===== src/a64enc_pkg.sv =====
package a64enc_pkg;

  // Operation codes of the instruction record. Ranges are named by their first and last code.
  localparam logic [5:0] OP_HALT        = 6'd0;
  localparam logic [5:0] OP_ARITH_FIRST = 6'd1;
  localparam logic [5:0] OP_ARITH_LAST  = 6'd4;
  localparam logic [5:0] OP_MOVE_FIRST  = 6'd5;
  localparam logic [5:0] OP_MOVE_LAST   = 6'd7;
  localparam logic [5:0] OP_ALU_FIRST   = 6'd8;
  localparam logic [5:0] OP_ALU_LAST    = 6'd19;
  localparam logic [5:0] OP_MADD        = 6'd20;
  localparam logic [5:0] OP_MSUB        = 6'd21;
  localparam logic [5:0] OP_LDST        = 6'd22;
  localparam logic [5:0] OP_LDR_LIT     = 6'd23;
  localparam logic [5:0] OP_BCOND_FIRST = 6'd24;
  localparam logic [5:0] OP_BCOND_LAST  = 6'd30;
  localparam logic [5:0] OP_B           = 6'd31;
  localparam logic [5:0] OP_BR          = 6'd32;
  localparam logic [5:0] OP_DATA        = 6'd33;

  // Fixed bit patterns of each instruction class.
  localparam logic [31:0] WORD_HALT     = 32'h8A00_0000;
  localparam logic [31:0] BASE_ARITH    = 32'h1100_0000;
  localparam logic [31:0] BASE_MOVE     = 32'h1280_0000;
  localparam logic [31:0] BASE_ALU      = 32'h0A00_0000;
  localparam logic [31:0] BASE_MUL      = 32'h1B00_0000;
  localparam logic [31:0] BASE_LDST     = 32'hB800_0000;
  localparam logic [31:0] BASE_LDR_LIT  = 32'h1800_0000;
  localparam logic [31:0] BASE_BCOND    = 32'h5400_0000;
  localparam logic [31:0] BASE_B        = 32'h1400_0000;
  localparam logic [31:0] BASE_BR       = 32'hD61F_0000;
  localparam logic [5:0]  LDST_REG_OPT  = 6'h1A;

  // Beat widths on the stream ports.
  localparam int unsigned InDataW  = 64;
  localparam int unsigned InUserW  = 6;
  localparam int unsigned OutDataW = 32;
  localparam int unsigned OutUserW = 1;

  typedef enum logic [1:0] {
    AM_UNSIGNED = 2'd0,
    AM_REGISTER = 2'd1,
    AM_PRE      = 2'd2,
    AM_POST     = 2'd3
  } addr_mode_e;

  // One assembled-instruction record.
  typedef struct packed {
    logic [5:0]  opcode;
    logic        wide;
    logic [4:0]  dest_reg;
    logic [4:0]  base_reg;
    logic [4:0]  second_reg;
    logic [4:0]  accum_reg;
    logic [31:0] immediate;
    logic [1:0]  shift_type;
    logic        shift_twelve;
    logic [1:0]  half_select;
    addr_mode_e  addr_mode;
    logic        is_load;
  } a64enc_instr_t;

  typedef struct packed {
    logic [31:0] machine_word;
    logic        bad_opcode;
  } a64enc_result_t;

  // opc field of movn, movz and movk.
  function automatic logic [1:0] move_opc(input logic [1:0] idx);
    logic [1:0] opc;
    unique case (idx)
      2'd0:    opc = 2'd0;
      2'd1:    opc = 2'd2;
      2'd2:    opc = 2'd3;
      default: opc = 2'd0;
    endcase
    return opc;
  endfunction

  // Condition code for b.eq, b.ne, b.ge, b.lt, b.gt, b.le and b.al in that order.
  function automatic logic [3:0] cond_code(input logic [2:0] idx);
    logic [3:0] cond;
    unique case (idx)
      3'd0:    cond = 4'h0;
      3'd1:    cond = 4'h1;
      3'd2:    cond = 4'hA;
      3'd3:    cond = 4'hB;
      3'd4:    cond = 4'hC;
      3'd5:    cond = 4'hD;
      3'd6:    cond = 4'hE;
      default: cond = 4'h0;
    endcase
    return cond;
  endfunction

endpackage


===== src/a64enc_pack.sv =====
module a64enc_pack import a64enc_pkg::*; (
  input  a64enc_instr_t  instr_i,
  output a64enc_result_t result_o
);

  logic [3:0]  alu_idx;
  logic [2:0]  logic_idx;
  logic [1:0]  alu_opc;
  logic [3:0]  alu_opr;
  logic [31:0] arith_w;
  logic [31:0] move_w;
  logic [31:0] alu_w;
  logic [31:0] mul_w;
  logic [31:0] ldst_w;
  logic [31:0] lit_w;
  logic [31:0] bcond_w;
  logic [31:0] regs_w;

  // Register fields shared by the add/sub, ALU, multiply and load/store classes.
  assign regs_w = {22'd0, instr_i.base_reg, instr_i.dest_reg};

  // Add/sub immediate.
  assign arith_w = BASE_ARITH | {instr_i.wide, 2'(instr_i.opcode[1:0] - 2'd1), 6'd0,
                   instr_i.shift_twelve, instr_i.immediate[11:0], 10'd0} | regs_w;

  // Wide moves.
  assign move_w = BASE_MOVE | {instr_i.wide, move_opc(2'(instr_i.opcode - OP_MOVE_FIRST)),
                  6'd0, instr_i.half_select, instr_i.immediate[15:0], instr_i.dest_reg};

  // Shifted-register arithmetic sets the top option bit; logic ops take N from the code.
  always_comb begin
    alu_idx   = 4'(instr_i.opcode - OP_ALU_FIRST);
    logic_idx = 3'(alu_idx - 4'd4);
    if (alu_idx < 4'd4) begin
      alu_opc = alu_idx[1:0];
      alu_opr = {1'b1, instr_i.shift_type, 1'b0};
    end else begin
      alu_opc = logic_idx[2:1];
      alu_opr = {1'b0, instr_i.shift_type, logic_idx[0]};
    end
  end

  assign alu_w = BASE_ALU | {instr_i.wide, alu_opc, 4'd0, alu_opr, instr_i.second_reg,
                 instr_i.immediate[5:0], 10'd0} | regs_w;

  // Multiply-add and multiply-subtract.
  assign mul_w = BASE_MUL | {instr_i.wide, 10'd0, instr_i.second_reg,
                 (instr_i.opcode == OP_MSUB), instr_i.accum_reg, 10'd0} | regs_w;

  // Single-register load/store in its four addressing modes.
  always_comb begin
    ldst_w = BASE_LDST | {1'b0, instr_i.wide, 7'd0, instr_i.is_load, 22'd0} | regs_w;
    unique case (instr_i.addr_mode)
      AM_UNSIGNED: ldst_w = ldst_w | {7'd0, 1'b1, 2'd0, instr_i.immediate[11:0], 10'd0};
      AM_REGISTER: ldst_w = ldst_w | {10'd0, 1'b1, instr_i.second_reg, LDST_REG_OPT, 10'd0};
      AM_PRE:      ldst_w = ldst_w | {11'd0, instr_i.immediate[8:0], 2'b11, 10'd0};
      AM_POST:     ldst_w = ldst_w | {11'd0, instr_i.immediate[8:0], 2'b01, 10'd0};
      default:     ldst_w = ldst_w;
    endcase
  end

  assign lit_w = BASE_LDR_LIT | {1'b0, instr_i.wide, 6'd0, instr_i.immediate[18:0],
                 instr_i.dest_reg};

  assign bcond_w = BASE_BCOND | {8'd0, instr_i.immediate[18:0], 1'b0,
                   cond_code(3'(instr_i.opcode - OP_BCOND_FIRST))};

  // Class select by operation code.
  always_comb begin
    result_o.bad_opcode = 1'b0;
    priority if (instr_i.opcode == OP_HALT) begin
      result_o.machine_word = WORD_HALT;
    end else if (instr_i.opcode <= OP_ARITH_LAST) begin
      result_o.machine_word = arith_w;
    end else if (instr_i.opcode <= OP_MOVE_LAST) begin
      result_o.machine_word = move_w;
    end else if (instr_i.opcode <= OP_ALU_LAST) begin
      result_o.machine_word = alu_w;
    end else if (instr_i.opcode <= OP_MSUB) begin
      result_o.machine_word = mul_w;
    end else if (instr_i.opcode == OP_LDST) begin
      result_o.machine_word = ldst_w;
    end else if (instr_i.opcode == OP_LDR_LIT) begin
      result_o.machine_word = lit_w;
    end else if (instr_i.opcode <= OP_BCOND_LAST) begin
      result_o.machine_word = bcond_w;
    end else if (instr_i.opcode == OP_B) begin
      result_o.machine_word = BASE_B | {6'd0, instr_i.immediate[25:0]};
    end else if (instr_i.opcode == OP_BR) begin
      result_o.machine_word = BASE_BR | {22'd0, instr_i.base_reg, 5'd0};
    end else if (instr_i.opcode == OP_DATA) begin
      result_o.machine_word = instr_i.immediate;
    end else begin
      result_o.machine_word = '0;
      result_o.bad_opcode   = 1'b1;
    end
  end

endmodule


===== src/a64_subset_instruction_encoder.sv =====
// Packs one assembled-instruction record per beat into a 32-bit A64 machine word. Each
// record passes an input register, one level of packing logic and a result register, so a
// result is offered on the output once it has passed both registers, and one record per
// cycle is sustained while the output takes results.
// The input port stalls only when both registers hold beats and the output is not taken.
// Unknown operation codes give word zero with tuser set.
module a64_subset_instruction_encoder import a64enc_pkg::*; (
  input  logic                clk_i,
  input  logic                rst_ni,
  input  logic                s_axis_tvalid,
  output logic                s_axis_tready,
  // Fields from bit 0: wide, dest_reg, base_reg, second_reg, accum_reg, immediate,
  // shift_type, shift_twelve, half_select, addr_mode, is_load, zero fill.
  input  logic [InDataW-1:0]  s_axis_tdata,
  // Fields from bit 0: opcode.
  input  logic [InUserW-1:0]  s_axis_tuser,
  output logic                m_axis_tvalid,
  input  logic                m_axis_tready,
  // Fields from bit 0: machine_word.
  output logic [OutDataW-1:0] m_axis_tdata,
  // Fields from bit 0: bad_opcode.
  output logic [OutUserW-1:0] m_axis_tuser
);

  a64enc_instr_t  instr_d, instr_q;
  a64enc_result_t result_d, result_q;
  logic           in_valid_q;
  logic           out_valid_q;
  logic           advance;
  logic           s_accept;

  // The result register frees when empty or taken; the input register then moves on.
  assign advance       = !out_valid_q || m_axis_tready;
  assign s_axis_tready = !in_valid_q || advance;
  assign s_accept      = s_axis_tvalid && s_axis_tready;

  // Unpack the incoming beat.
  always_comb begin
    instr_d.opcode       = s_axis_tuser;
    instr_d.wide         = s_axis_tdata[0];
    instr_d.dest_reg     = s_axis_tdata[5:1];
    instr_d.base_reg     = s_axis_tdata[10:6];
    instr_d.second_reg   = s_axis_tdata[15:11];
    instr_d.accum_reg    = s_axis_tdata[20:16];
    instr_d.immediate    = s_axis_tdata[52:21];
    instr_d.shift_type   = s_axis_tdata[54:53];
    instr_d.shift_twelve = s_axis_tdata[55];
    instr_d.half_select  = s_axis_tdata[57:56];
    instr_d.addr_mode    = addr_mode_e'(s_axis_tdata[59:58]);
    instr_d.is_load      = s_axis_tdata[60];
  end

  // Input register valid.
  always_ff @(posedge clk_i or negedge rst_ni) begin
    if (!rst_ni) begin
      in_valid_q <= 1'b0;
    end else if (s_axis_tready) begin
      in_valid_q <= s_axis_tvalid;
    end
  end

  // Input register payload.
  always_ff @(posedge clk_i) begin
    if (s_accept) begin
      instr_q <= instr_d;
    end
  end

  a64enc_pack u_pack (
    .instr_i  (instr_q),
    .result_o (result_d)
  );

  // Result register valid.
  always_ff @(posedge clk_i or negedge rst_ni) begin
    if (!rst_ni) begin
      out_valid_q <= 1'b0;
    end else if (advance) begin
      out_valid_q <= in_valid_q;
    end
  end

  // Result register payload.
  always_ff @(posedge clk_i) begin
    if (advance && in_valid_q) begin
      result_q <= result_d;
    end
  end

  assign m_axis_tvalid = out_valid_q;
  assign m_axis_tdata  = result_q.machine_word;
  assign m_axis_tuser  = result_q.bad_opcode;

  // A flagged result always carries word zero.
  assert property (@(posedge clk_i) disable iff (!rst_ni)
    m_axis_tvalid && m_axis_tuser[0] |-> m_axis_tdata == '0)
    else $error("bad opcode result with nonzero word");

  // A held record is not dropped while the result side stalls.
  assert property (@(posedge clk_i) disable iff (!rst_ni)
    in_valid_q && !advance |=> in_valid_q && out_valid_q)
    else $error("record lost during stall");

  // The input side stalls only when both registers are full.
  assert property (@(posedge clk_i) disable iff (!rst_ni)
    !s_axis_tready |-> in_valid_q && out_valid_q)
    else $error("input stalled with a free register");

  // An accepted beat lands in the input register.
  assert property (@(posedge clk_i) disable iff (!rst_ni)
    s_accept |=> in_valid_q)
    else $error("accepted beat not captured");

endmodule


===== config.mk =====
export PLATFORM = sky130hd
export DESIGN_NAME = a64_subset_instruction_encoder
export DESIGN_NICKNAME = d
export VERILOG_FILES = /design/src/a64enc_pkg.sv /design/src/a64enc_pack.sv /design/src/a64_subset_instruction_encoder.sv
export SDC_FILE = /design/constraint.sdc
export NUM_CORES = 1
export LEC_CHECK = 0
export BUFFER_PORTS_ARGS = -buffer_cell sky130_fd_sc_hd__clkbuf_2
export CAP_MARGIN = 30
export CORE_MARGIN = 5
export CORE_UTILIZATION = 49
export CTS_CLUSTER_SIZE = 24
export DETAILED_ROUTE_END_ITERATION = 10
export PLACE_DENSITY = 0.76
export SLEW_MARGIN = 5
export SYNTH_ARGS = -nofsm -noshare
export SYNTH_HDL_FRONTEND = slang
export SYNTH_SLANG_ARGS = --single-unit

===== constraint.sdc =====
create_clock -name clk_i -period 2.3 [get_ports clk_i]
set_input_delay 0.115 -clock clk_i [delete_from_list [all_inputs] [get_ports clk_i]]
set_output_delay 0.115 -clock clk_i [all_outputs]
set_load 0.1 [all_outputs]

Word-level counts from Yosys, hierarchy flattened. Index checks and enable logic that the tools add are counted.

Memory bits (read-only): 0. Logic and storage cells: 77. Input port bits: 74. Memory bits (writable): 0. Memories: 0. Bits in latches: 0. Output and inout bits: 35. Flip-flop bits (word level): 102.

Equality and inequality tests: 17. Multiply operators: 0. Magnitude comparators: 6. Shifts and indexed selects: 0. Divide/modulo/power cells: 0. Reduce and logical (&&, ||, !) cells: 9. Bitwise gates (word level): 8. Mux-type cells: 16. Add/sub/neg operators: 5.

Operators with widths (number): $mux 32 (10); $or 32x10->32 (4); $pmux 32 s4 (1); $or 32x21->32 (2); $or 32x22->32 (1); $or 32x25->32 (1); $eq 6x5->1 const B (4); $pmux 4 s6 (1); $le 6x5->1 const B (3); $eq 6x6->1 const B (2); $le 6x3->1 const B (2); $reduce_or 10->1 (1); $eq 3x3->1 const B (3); $eq 2x2->1 const B (3); $eq 3x2->1 const B (2); $logic_not 6->1 (1); $eq 2x1->1 const B (2); $lt 4x3->1 const B (1); $mux 4 (1); $pmux 2 s2 (1); $sub 2x1->2 const B (2); $sub 4x4->4 const B (1); $eq 3x1->1 const B (1); $sub 3x1->3 const B (1); 7 further kinds (10).

Depth between registers and ports, before layout. Gate-level depths: netlist (run 1).

Depth after elaboration: 11. Mapped depth: 10.

Cells and area by module. From an unflattened synthesis (run 1), not the netlist that was laid out.

Cells, all modules: 422. Area total of the unflattened synthesis: 5022.3 sq um.

By module, submodules not included: a64_subset_instruction_encoder (seq. area each 3052.9 sq um, area an instance 3106.7 sq um, cells each 108, instances 1); a64enc_pack (seq. area each 0.0 sq um, area an instance 1915.6 sq um, cells each 314, instances 1).

Least setup slack after synthesis (run 1). No wires, ideal clock.

Path kind: register -> register. Start: reg out_valid_q (netlist: m_axis_tvalid). End: reg instr_q[0] (netlist name), enable pin. Cell stages (with the launch flop): 3. Period minus slack after synthesis: 3.868 ns. Buffers on the path: 0. Setup slack: -1.568 ns. Data required time: 1.868 ns. Data arrival time: 3.436 ns. Path through: dfrtp_1 > nand3b_1 > and2_1.

Cells in the longest elaborated chain, start to end: 4.

RTL lines: start: declaration (RTL line a64_subset_instruction_encoder.sv:28) `logic out_valid_q;`; start signal: assignment (RTL line a64_subset_instruction_encoder.sv:79) `out_valid_q <= in_valid_q;`; $logic_not 1->1 (RTL line a64_subset_instruction_encoder.sv:33) `assign advance = !out_valid_q || m_axis_tready;`; $logic_or 1x1->1 (RTL line a64_subset_instruction_encoder.sv:33); $logic_or 1x1->1 (RTL line a64_subset_instruction_encoder.sv:34) `assign s_axis_tready = !in_valid_q || advance;`; via s_axis_tready (RTL line a64_subset_instruction_encoder.sv:11) `output logic s_axis_tready,`; $logic_and 1x1->1 (RTL line a64_subset_instruction_encoder.sv:35) `assign s_accept = s_axis_tvalid && s_axis_tready;`; via s_accept (RTL line a64_subset_instruction_encoder.sv:30) `logic s_accept;`; end signal: assignment (RTL line a64_subset_instruction_encoder.sv:65) `instr_q <= instr_d;`; end: declaration (RTL line a64_subset_instruction_encoder.sv:25) `a64enc_instr_t instr_d, instr_q;`.

The timed path passes the listed nets, and every way through them passes these cells. A chain may end at the register's enable or synchronous reset.

Worst setup path in the final report (run 1).
Start: reg instr_q[62] (netlist name). End: reg result_q, in the netlist m_axis_tdata[21] (data pin).

Cells in the longest elaborated chain, start to end: 11. Elaborated cells between the ends (all ways): 25.

RTL lines: parallel branches: the longest is 11 deep, another holds $sub 4x4->4; end signal: assignment (RTL line a64_subset_instruction_encoder.sv:86) `result_q <= result_d;`; end: declaration (RTL line a64_subset_instruction_encoder.sv:26) `a64enc_result_t result_d, result_q;`.

Parallel ways; which one is timed is not known.

==> results of run 1 <==
registers in the layout (all words and copies together), names as in the netlist:
| signal | flops |
|---|---|
| m_axis_tdata | 32 |
| instr_q | 67 |
| in_valid_q | 1 |
| m_axis_tvalid | 1 |
| m_axis_tuser | 1 |
power by group:
group	internal (mW)	switching (mW)	total [mW]
Combinational	0.395	0.841	1.24
Clock	0.552	0.649	1.20
Sequential	2.22	0.0852	2.31
path summary, 6_finish.rpt:
| path | from | to | cells past startpoint |
|---|---|---|---|
| setup reg to reg | instr_q[62]$_DFFE_PP_ | m_axis_tdata[21]$_SDFFCE_PP0P_ | 8 |
| hold reg to reg | instr_q[51]$_DFFE_PP_ | m_axis_tdata[6]$_SDFFCE_PP0P_ | 1 |
| max in group asynchronous | rst_ni | m_axis_tvalid$_DFFE_PN0P_ | 2 |
| setup / recovery | instr_q[62]$_DFFE_PP_ | m_axis_tdata[21]$_SDFFCE_PP0P_ | 8 |
| hold / removal | rst_ni | in_valid_q$_DFFE_PN0N_ | 2 |
| min in group clk_i | m_axis_tready | in_valid_q$_DFFE_PN0N_ | 3 |
worst max-delay path: cells and delay by family, from the launching register on:
| kind | cells | cell delay (ns) |
|---|---|---|
| DFF | 1 | 0.44 |
| and+or+nand+nor | 2 | 0.38 |
| AOI/OAI and AO/OA | 3 | 0.68 |
| buffers and inverters | 2 | 0.30 |
| adders and majority gates | 1 | 0.20 |
metal layers:
metal / vias to the layer above / global-route usage / wire (µm)
li1: 2021 / - / -
met1: 2063 / 0.3240 / 6022
met2: 234 / 0.4033 / 7203
met3: 39 / 0.05349 / 1229
met4: 0 / 0.08678 / 423
met5: - / 0 / 0
cell families after synthesis:
logic type               Yosys count  synth area share
flip-flops                       102            0.6094
multiplexers                      12           0.02398
AND/OR/NAND/NOR                  106            0.1211
buffers and inverters             35           0.03497
XOR/XNOR                           1          0.001749
adder cells (fa/ha/maj)            9           0.02248
AO/OA/AOI/OAI                    139            0.1863
cell usage after synthesis, types with 2 or more instances:
cell	n	area, µm²
nand3_1	11	55.05
o22ai_1	7	43.79
o221ai_1	3	26.28
a31oi_1	4	25.02
a221oi_2	2	30.03
mux2i_1	12	120.1
nand2b_1	11	68.82
or3_1	2	12.51
buf_4	3	22.52
a221oi_1	10	87.58
and3_1	6	37.54
nor3_1	7	35.03
nor4b_2	2	30.03
edfxtp_1	100	3003
buf_6	3	33.78
buf_2	8	40.04
nor3_2	2	20.02
nand4_1	5	31.28
inv_1	7	26.28
a32oi_1	3	26.28
a21oi_1	41	205.2
a221o_1	2	20.02
dfrtp_1	2	50.05
a21o_1	8	60.06
nor2b_1	7	43.79
buf_1	2	7.510
a21boi_0	3	22.52
a31o_2	2	17.52
and4bb_1	2	25.02
and2_1	5	31.28
o21a_1	5	37.54
a2111oi_0	2	17.52
a22oi_1	5	37.54
ha_1	9	112.6
and2_4	2	17.52
nand2_1	25	93.84
clkbuf_1	11	41.29
nor2_1	13	48.80
o21ai_0	23	115.1
a22o_1	8	70.07
a211oi_1	3	22.52
metrics by stage:
stage               setup TNS (ns)  std cells  power (mW)
detailed placement        -0.09688        672       3.435
CTS                              0        758       4.725
floorplan                   -16.24        404       3.123
finish                           0        762       4.748
global placement                 0        672       3.414
global route               -0.3084        762       4.935
final cells by class:
type | count | area (µm²)
flip-flops and latches | 102 | 3057
multi-input cells | 267 | 1898
clock inverters | 6 | 76.32
fillers | 716 | 3082
inverters | 8 | 30.03
well taps | 136 | 170.2
repair buffers | 233 | 1688
clock buffers | 10 | 137.6
timing repair:
action | 4_1_cts | 5_1_grt
pin swaps | 0 | 5
setup buffers | 1 | 4
hold buffers | 69 | 0
cloned | 0 | 0
endpoints found under the hold margin | 70 | 0
endpoints found under the setup margin | 16 | 25
resized for setup | 3 | 30
==> reports/qor.yml, run 1 <==
detailed_routing:
  detail-route-antenna-nets: 0
  avgViaCountPerCell: 5.718
  drt-initial-drc-count: 558
  drc_errors: 0
  post_drt_wl_per_cell_um: 19.53
  totalWireLength_mm: 14.88
  via_count: 4357
  drt_first_pass_iters: 8
timing:
  layout_setup_ws_ns: 0.02552
  setup_violations: 0
  rsz0062_at_grt: "yes"
  slew_violations: 0
  fin_skew_ns: 0.01218
  hold_violations: 0
  fin_crit_sh: 0.9889
  worst_pin_slew_ns: 0.5590
  hold_slack_ns: 0.04567
  fmax_mhz: 439.7
  relSlewSlack: 0.6289
  period_needed_ns: 2.274
grt:
  grt_usage: 0.2459
  antenna_found_initial: 0
  grt_max_degree: 37
  grt_pass1_vias: 4548
  grt-ovfl-total: 0
  grt_first_pass_wirelength_mm: 24.00
cts:
  cts_sinks: 102
  clk_latency_ns: 0.38
  cts_made_buffers: 9
  cts_buffer_depth: 2
  cts_tree: "yes"
  clk_pin_slew_ns: 0.10
  clockRootBuffer: "clkbuf_8"
  htreeDepth: 3
finish:
  final_common_cell: "clkbuf_2"
  final_nets: 704
  utilization: 0.6960
  final_layout_size_suffix_gt1_frac: 0.3466
  area_growth_pct: 40.86
  final_cell_mix: "105 x clkbuf_2, 100 x edfxtp_1, 69 x dlygate4sd3_1, 56 x buf_4, 41 x a21oi_1"
  final_area_mm2: 0.007057
  antenna_cells: 0
floorplanning:
  die_x_um: 111.1
  die_y_um: 111.1
  dieArea_mm2: 0.01235
  fp-row-count: 37
  ioPinCount: 109
  core_mm2: 0.01014
  start_util: 0.4941
critical_path:
  crit_chain: "buf_4 > ha_1 > and3_4 > a22o_1 > and2_4 > buf_12 > a222oi_1 > a21oi_1"
  arrival_ns: 2.38
  reg2reg_slack_ns: 0.03
  end_kind: "register"
  crit_fanout: 10
  cp_slowest_cell: "edfxtp_1"
  path_class: "register to register"
  cp-start-kind: "register"
  cp.required_ns: 2.41
  max_stage_delay_ns: 0.44
power:
  p_per_area_mw_per_mm2: 672.8
  p_leak_nw: 2.853
  peakVddDrop_mv: 0.5019
placed_design:
  portBuffers: 105
  pre_cts_ws_ns: -0.02981
  dp_hpwl_mm: 10.15
  placed_cell_area_mm2: 0.005997
  place.gp.congestion: 0.9281
synth:
  ys_ff_latch: 102
  ys.flop_type: "edfxtp_1"
  async_flop_share: 0.01961
  syn_inst: 404
  ys_warn_count: 0
  netlist-cell-type-count: 57
  netlist_area_mm2: 0.005010
  synth_nets: 487
  synth_edf_count: 100
  yosysSeqAreaShare: 0.6094
  syn_area_per_cell_um2: 12.40
hold_path:
  hp-class: "primary input to asynchronous set/reset pin"
flow_run:
  maxCapViolCount: 0
outcome:
  status: "completed"
Power figures use the tool's default switching activity.
==> run 2: changes to the inputs <==
ABC_AREA = 1   (was unset)
BUFFER_PORTS_ARGS = unset   (was -buffer_cell sky130_fd_sc_hd__clkbuf_2)
CORE_UTILIZATION = 55   (was 49)
DONT_BUFFER_PORTS = 1   (was unset)
PLACE_DENSITY = 0.73   (was 0.76)
==> reports/qor.yml, run 2 <==
grt:
  grt_first_pass_wirelength_mm: 21.46  # -11%
  grt_usage: 0.2491  # +0.003256
  grt_max_degree: 68  # +84%
  antenna_found_initial: 0  # unchanged
  grt-ovfl-total: 0  # unchanged
  grt_pass1_vias: 3985  # -12%
finish:
  largest_reg_flops: 67  # unchanged
  area_growth_pct: 26.00
  final_area_mm2: 0.006319  # -10%
  final_cell_mix: "127 x nand2_1, 100 x edfxtp_1, 71 x dlygate4sd3_1, 49 x a21oi_1, 41 x inv_1"
  antenna_cells: 0  # unchanged
  final_common_cell: "nand2_1"
  top_register: "instr_q"
  utilization: 0.7175  # +0.02149
  final_layout_size_suffix_gt1_frac: 0.1275  # -0.2192
  final_nets: 690  # -2.0%
cts:
  clk_latency_ns: 0.37  # about the same
  htreeDepth: 3  # unchanged
  cts_made_buffers: 9  # unchanged
  cts_sinks: 102  # unchanged
  cts_buffer_depth: 2  # unchanged
  clockRootBuffer: "clkbuf_8"
  clk_pin_slew_ns: 0.10  # about the same
  cts_tree: "yes"
timing:
  relSlewSlack: 0.3982  # -0.2308
  period_needed_ns: 2.179  # -0.09588 ns
  worst_pin_slew_ns: 0.9047  # +0.3457 ns
  fin_skew_ns: 0.01534  # +0.003156 ns
  hold_violations: 0  # unchanged
  fin_crit_sh: 0.9472  # -0.04169
  setup_violations: 0  # unchanged
  slew_violations: 0  # unchanged
  fmax_mhz: 459.0  # +4.4%
critical_path:
  max_stage_delay_ns: 0.44  # about the same
  crit_fanout: 12  # +2
  cp_slowest_cell: "edfxtp_1"
  end_kind: "register"
  path_class: "register to register"
  cp-start-kind: "register"
  crit_chain: "inv_1 > ha_1 > inv_1 > nand2_1 > nand3_2 > nand2_2 > inv_2 > buf_4 > o21ai_0 > a21oi_1"
  path_common_cell: "inv_1"
  rr_worst_depth: 10  # +2
  arrival_ns: 2.29  # -0.09 ns
  cp.required_ns: 2.41  # about the same
synth:
  synth_edf_count: 100  # unchanged
  ys.flop_type: "edfxtp_1"
  yosysSeqAreaShare: 0.6088  # about the same
  syn_area_per_cell_um2: 9.852  # -21%
  yosys.area.top_type: "edfxtp_1"
  ys_warn_count: 0  # unchanged
  ys_ff_latch: 102  # unchanged
  syn_inst: 509  # +26%
  netlist-cell-type-count: 32  # -44%
  synth_top_area_share: 0.5988  # about the same
  synth_nets: 592  # +22%
  synth_area_leaders: "edfxtp_1 60%, nand2_1 9.8%, a21oi_1 5.1%, nand3_1 4.1%, inv_1 3.3%"
  async_flop_share: 0.01961  # unchanged
  yosysMostFrequentCell: "nand2_1"
  synthTopCellsByCount: "131 x nand2_1, 100 x edfxtp_1, 51 x a21oi_1"
  netlist_area_mm2: 0.005015  # about the same
outcome:
  status: "completed"
floorplanning:
  fp-row-count: 34  # -8.1%
  core_mm2: 0.008806  # -13%
  dieArea_mm2: 0.01113  # -9.9%
  die_y_um: 105.5  # -5.1%
  die_x_um: 105.5  # -5.1%
  start_util: 0.5695  # +0.07534
  ioPinCount: 109  # unchanged
placed_design:
  place.gp.congestion: 0.9526  # +2.6%
  dp_hpwl_mm: 9.356  # -7.8%
  placed_cell_area_mm2: 0.005346  # -11%
  portBuffers: 0  # -100%
hold_path:
  hold_path_depth: 1
  hp-class: "primary input to register"
power:
  p_leak_nw: 2.556  # -10%
  p_total_mw: 4.696  # -1.1%
  peakVddDrop_mv: 0.4320  # -14%
  p_per_area_mw_per_mm2: 743.1  # +10%
detailed_routing:
  detail-route-antenna-nets: 0  # unchanged
  drc_errors: 0  # unchanged
  totalWireLength_mm: 13.83  # -7.1%
  drt-initial-drc-count: 479  # -14%
  avgViaCountPerCell: 5.875  # +2.7%
  drt_first_pass_iters: 5  # -3
  post_drt_wl_per_cell_um: 19.21  # -1.6%
  via_count: 4230  # -2.9%
flow_run:
  maxCapViolCount: 0  # unchanged
[run 2: changes by cell type in the layout (fill, tap and decap cells not counted), sizes merged, moves of 12 or more]
| cell | change |
|---|---|
| a221oi | -12 |
| buf | -24 |
| clkbuf | -106 |
| inv | +40 |
| mux2i | -12 |
| nand2 | +106 |
| nand3 | +31 |
| o211ai | +21 |
[run 2: critical path: cells and delay by family, from the launching register on]
kind            cells  cell delay [ns]
flops               1             0.44
simple gates        3             0.31
fa+ha+maj           1             0.20
buf+inv             4             0.46
compound gates      2             0.49
[run 2: path summary, 6_finish.rpt]
check,startpoint,end,slack [ns]
setup / recovery,instr_q[61]$_DFFE_PP_,m_axis_tdata[19]$_SDFFCE_PP0P_,0.12
hold / removal,s_axis_tuser[4],instr_q[65]$_DFFE_PP_,0.36
setup reg to reg,instr_q[61]$_DFFE_PP_,m_axis_tdata[19]$_SDFFCE_PP0P_,0.12
hold reg to reg,instr_q[55]$_DFFE_PP_,m_axis_tdata[0]$_SDFFCE_PP0P_,0.56
max in group asynchronous,rst_ni,m_axis_tvalid$_DFFE_PN0P_,1.65
min in group asynchronous,rst_ni,m_axis_tvalid$_DFFE_PN0P_,0.50
[run 2: area by class of cell]
type	count	area (µm²)
Clock inverter	7	47.55
Multi-Input combinational cell	337	1745
Clock buffer	9	123.9
Inverter	51	198.9
Timing Repair Buffer	106	1011
Sequential cell	102	3057
Tap cell	108	135.1
Fill cell	639	2487
[run 2: kinds of logic after synthesis]
family          synth area share
fa+ha+maj                0.02246
xor+xnor                0.001747
buf+inv                  0.05564
simple gates              0.1749
flops                     0.6088
compound gates            0.1365
[run 2: timing repair]
item / in CTS / in global routing
endpoints found under the hold margin: 71 / 0
endpoints found under the setup margin: 0 / 18
gates resized for setup: 0 / 11
hold buffers: 71 / 0
buffers inserted: 0 / 4
[run 2: stage by stage]
stage               setup TNS (ns)  hold WS [ns]  std cells  setup WS (ns)
floorplan                   -13.89       -0.1806        509        -0.2073
global placement                 0       -0.1805        629         0.1360
detailed placement               0       -0.1805        629         0.1133
CTS                              0        0.3506        716        0.06994
global route             -0.001372        0.3501        720      -0.001101
finish                           0        0.3607        720         0.1214
[run 2: metal layers]
metal | vias to the layer above | GRT usage | routed length [µm]
met3 | 22 | 0.04034 | 1277
met4 | 0 | 0.05998 | 189
met2 | 262 | 0.3953 | 6496
li1 | 1978 | - | -
met5 | - | 0 | 0
met1 | 1968 | 0.3618 | 5865
[run 2: power breakdown]
group / switching, mW / internal [mW] / leakage, nW
sequential: 0.663 / 2.28 / 0.987
combinational: 0.446 / 0.293 / 1.48
clock: 0.621 / 0.398 / 0.0878
==> run 3: changes to the inputs <==
CORE_ASPECT_RATIO = 0.5   (was unset)
CORE_UTILIZATION = 48   (was 55)
PLACE_DENSITY = unset   (was 0.73)
clock period = 2.2 ns   (was 2.3 ns; I/O delays follow)
==> reports/qor.yml, run 3 (synthesis gave the netlist of run 2 again) <==
cts:
  cts_tree: "yes"
  cts_sinks: 102  # unchanged
  clockRootBuffer: "clkbuf_16"
  clk_pin_slew_ns: 0.08  # -0.02 ns
  htreeDepth: 3  # unchanged
  cts_buffer_depth: 2  # unchanged
  clk_latency_ns: 0.35  # -0.02 ns
  cts_made_buffers: 9  # unchanged
placed_design:
  dp_hpwl_mm: 11.38  # +22%
  placed_cell_area_mm2: 0.005657  # +5.8%
  portBuffers: 0  # unchanged
  place.gp.congestion: 0.9541  # +0.16%
timing:
  period_needed_ns: 2.140  # -0.03894 ns
  fmax_mhz: 467.4  # +1.8%
  setup_violations: 0  # unchanged
  rsz0062_at_grt: "yes"
  slew_violations: 0  # unchanged
  setup_tns_ns: 0  # unchanged
  worst_pin_slew_ns: 0.9167  # +0.01210 ns
  hold_violations: 0  # unchanged
  fin_crit_sh: 0.9726  # +0.02536
  fin_skew_ns: 0.01303  # -0.002311 ns
  relSlewSlack: 0.3901  # -0.008047
floorplanning:
  dieArea_mm2: 0.01272  # +14%
  fp-row-count: 26  # -24%
  core_mm2: 0.01021  # +16%
  ioPinCount: 109  # unchanged
  start_util: 0.4909  # -0.07854
  die_y_um: 82.28  # -22%
  die_x_um: 154.6  # +47%
finish:
  regArea_mm2: 0.003057  # unchanged
  final_common_cell: "nand2_1"
  final_cell_mix: "125 x nand2_1, 100 x edfxtp_1, 71 x dlygate4sd3_1, 65 x buf_4, 46 x a21oi_1"
  nFillCells: 801  # +25%
  top_register: "instr_q"
  final_area_mm2: 0.006867  # +8.7%
  final_layout_size_suffix_gt1_frac: 0.1972  # +0.06978
  largest_reg_flops: 67  # unchanged
  multi_input_comb_area_mm2: 0.001834  # +5.1%
  final_nets: 727  # +5.4%
  area_growth_pct: 36.93
  antenna_cells: 0  # unchanged
critical_path:
  cp.depth: 12  # +2
  rr_worst_depth: 12  # +2
  cp_slowest_cell: "edfxtp_1"
  max_stage_delay_ns: 0.48  # +0.04 ns
  end_kind: "register"
  cp-start-kind: "register"
  crit_start: "instr_q[66]$_DFFE_PP_"
  reg2reg_slack_ns: 0.06  # -0.06 ns
  critPathTopFamily: "simple AND/OR/NAND/NOR gates"
  crit_fanout: 7  # -5
  path_common_cell: "nand2_1"
  crit_chain: "inv_2 > nand2_1 > nor2_4 > nand2_1 > nand3_4 > nand2_4 > inv_4 > buf_4 > nor2_1 > nor2_2 > nand2_1 > a21oi_1"
  timing.rr.start: "instr_q[66]$_DFFE_PP_"
  path_class: "register to register"
  arrival_ns: 2.30  # about the same
  crit_end: "m_axis_tdata[13]$_SDFFCE_PP0P_"
  crit_buf_inv: 3  # -1
  cp.required_ns: 2.36  # -0.05 ns
  r2r-end: "m_axis_tdata[13]$_SDFFCE_PP0P_"
grt:
  grt_pass1_vias: 4001  # +0.40%
  grt_usage: 0.2584  # +0.009232
  grt_first_pass_wirelength_mm: 24.07  # +12%
  grt-ovfl-total: 0  # unchanged
  antenna_found_initial: 0  # unchanged
  grt_max_degree: 34  # -50%
detailed_routing:
  avgViaCountPerCell: 5.510  # -6.2%
  via_count: 4347  # +2.8%
  detail-route-antenna-nets: 0  # unchanged
  drc_errors: 0  # unchanged
  drt-initial-drc-count: 512  # +6.9%
  drt_first_pass_iters: 6  # +1
  post_drt_wl_per_cell_um: 20.31  # +5.8%
  totalWireLength_mm: 16.03  # +16%
outcome:
  status: "completed"
power:
  p_leak_nw: 2.810  # +9.9%
  p_per_area_mw_per_mm2: 798.5  # +7.4%
  peakVddDrop_mv: 0.4399  # +1.8%
hold_path:
  hold_path.startpoint: "s_axis_tdata[48]"
  hp-class: "primary input to register"
flow_run:
  maxCapViolCount: 0  # unchanged
-- run 3: changes by cell type in the layout (fill, tap and decap cells not counted), sizes merged --
cell,delta
clkinvlp,+1
buf,+37
clkbuf,+2
inv,-3
-- run 3: worst reg2reg max path, stage by stage (launching register included) --
cell and delay (ns):
edfxtp_1 0.48, inv_2 0.09, nand2_1 0.12, nor2_4 0.20, nand2_1 0.11, nand3_4 0.10, nand2_4 0.08, inv_4 0.12
buf_4 0.17, nor2_1 0.06, nor2_2 0.12, nand2_1 0.10, a21oi_1 0.21
-- run 3: area by class of cell --
cell class / instances / share of cell area
Clock buffer: 11 / 0.03389
Multi-Input combinational cell: 337 / 0.2671
Inverter: 51 / 0.02934
Timing Repair Buffer: 143 / 0.1937
Sequential cell: 102 / 0.4452
Tap cell: 140 / 0.02551
Clock inverter: 5 / 0.005284
-- run 3: what timing repair did --
item	CTS	global route
pin swaps	1	7
hold buffers	71	0
endpoints found under the hold margin	71	0
resized for setup	4	33
buffers inserted	0	10
endpoints found under the setup margin	9	28
-- run 3: power by group --
part	internal [mW]	total [mW]	switching, mW
registers	2.38	2.71	0.328
clock network	0.768	1.45	0.683
logic	0.415	1.33	0.911
total	3.56	5.48	1.92
-- run 3: per-layer routing --
metal	global-route usage	wire length (µm)
met3	0.07704	2068
met2	0.3317	5969
met4	0.04758	155
met1	0.4203	7831
met5	0	0
-- run 3: metrics by stage --
stage,utilization,power (mW),setup slack [ns],hold WS [ns],std cells
3_3_place_gp,0.5538,3.878,-0.01631,-0.1855,692
5_1_grt,0.6722,5.712,-0.06331,0.3671,789
2_1_floorplan,-,3.510,-0.3073,-0.1856,509
3_5_place_dp,0.5538,3.876,-0.05814,-0.1855,692
4_1_cts,0.6509,5.412,0.01375,0.3744,779
6_report,0.6722,5.483,0.06034,0.3825,789
-- run 3: worst min path at each step --
stage	slack (ns)	endpoint	cells past startpoint
final	0.38	instr_q[35]$_DFFE_PP_	1
after global routing	0.37	instr_q[35]$_DFFE_PP_	1
after CTS	0.37	instr_q[35]$_DFFE_PP_	1
after detailed placement	-0.19	in_valid_q$_DFFE_PN0N_	0
after global placement	-0.19	in_valid_q$_DFFE_PN0N_	0
after floorplan	-0.19	in_valid_q$_DFFE_PN0N_	0
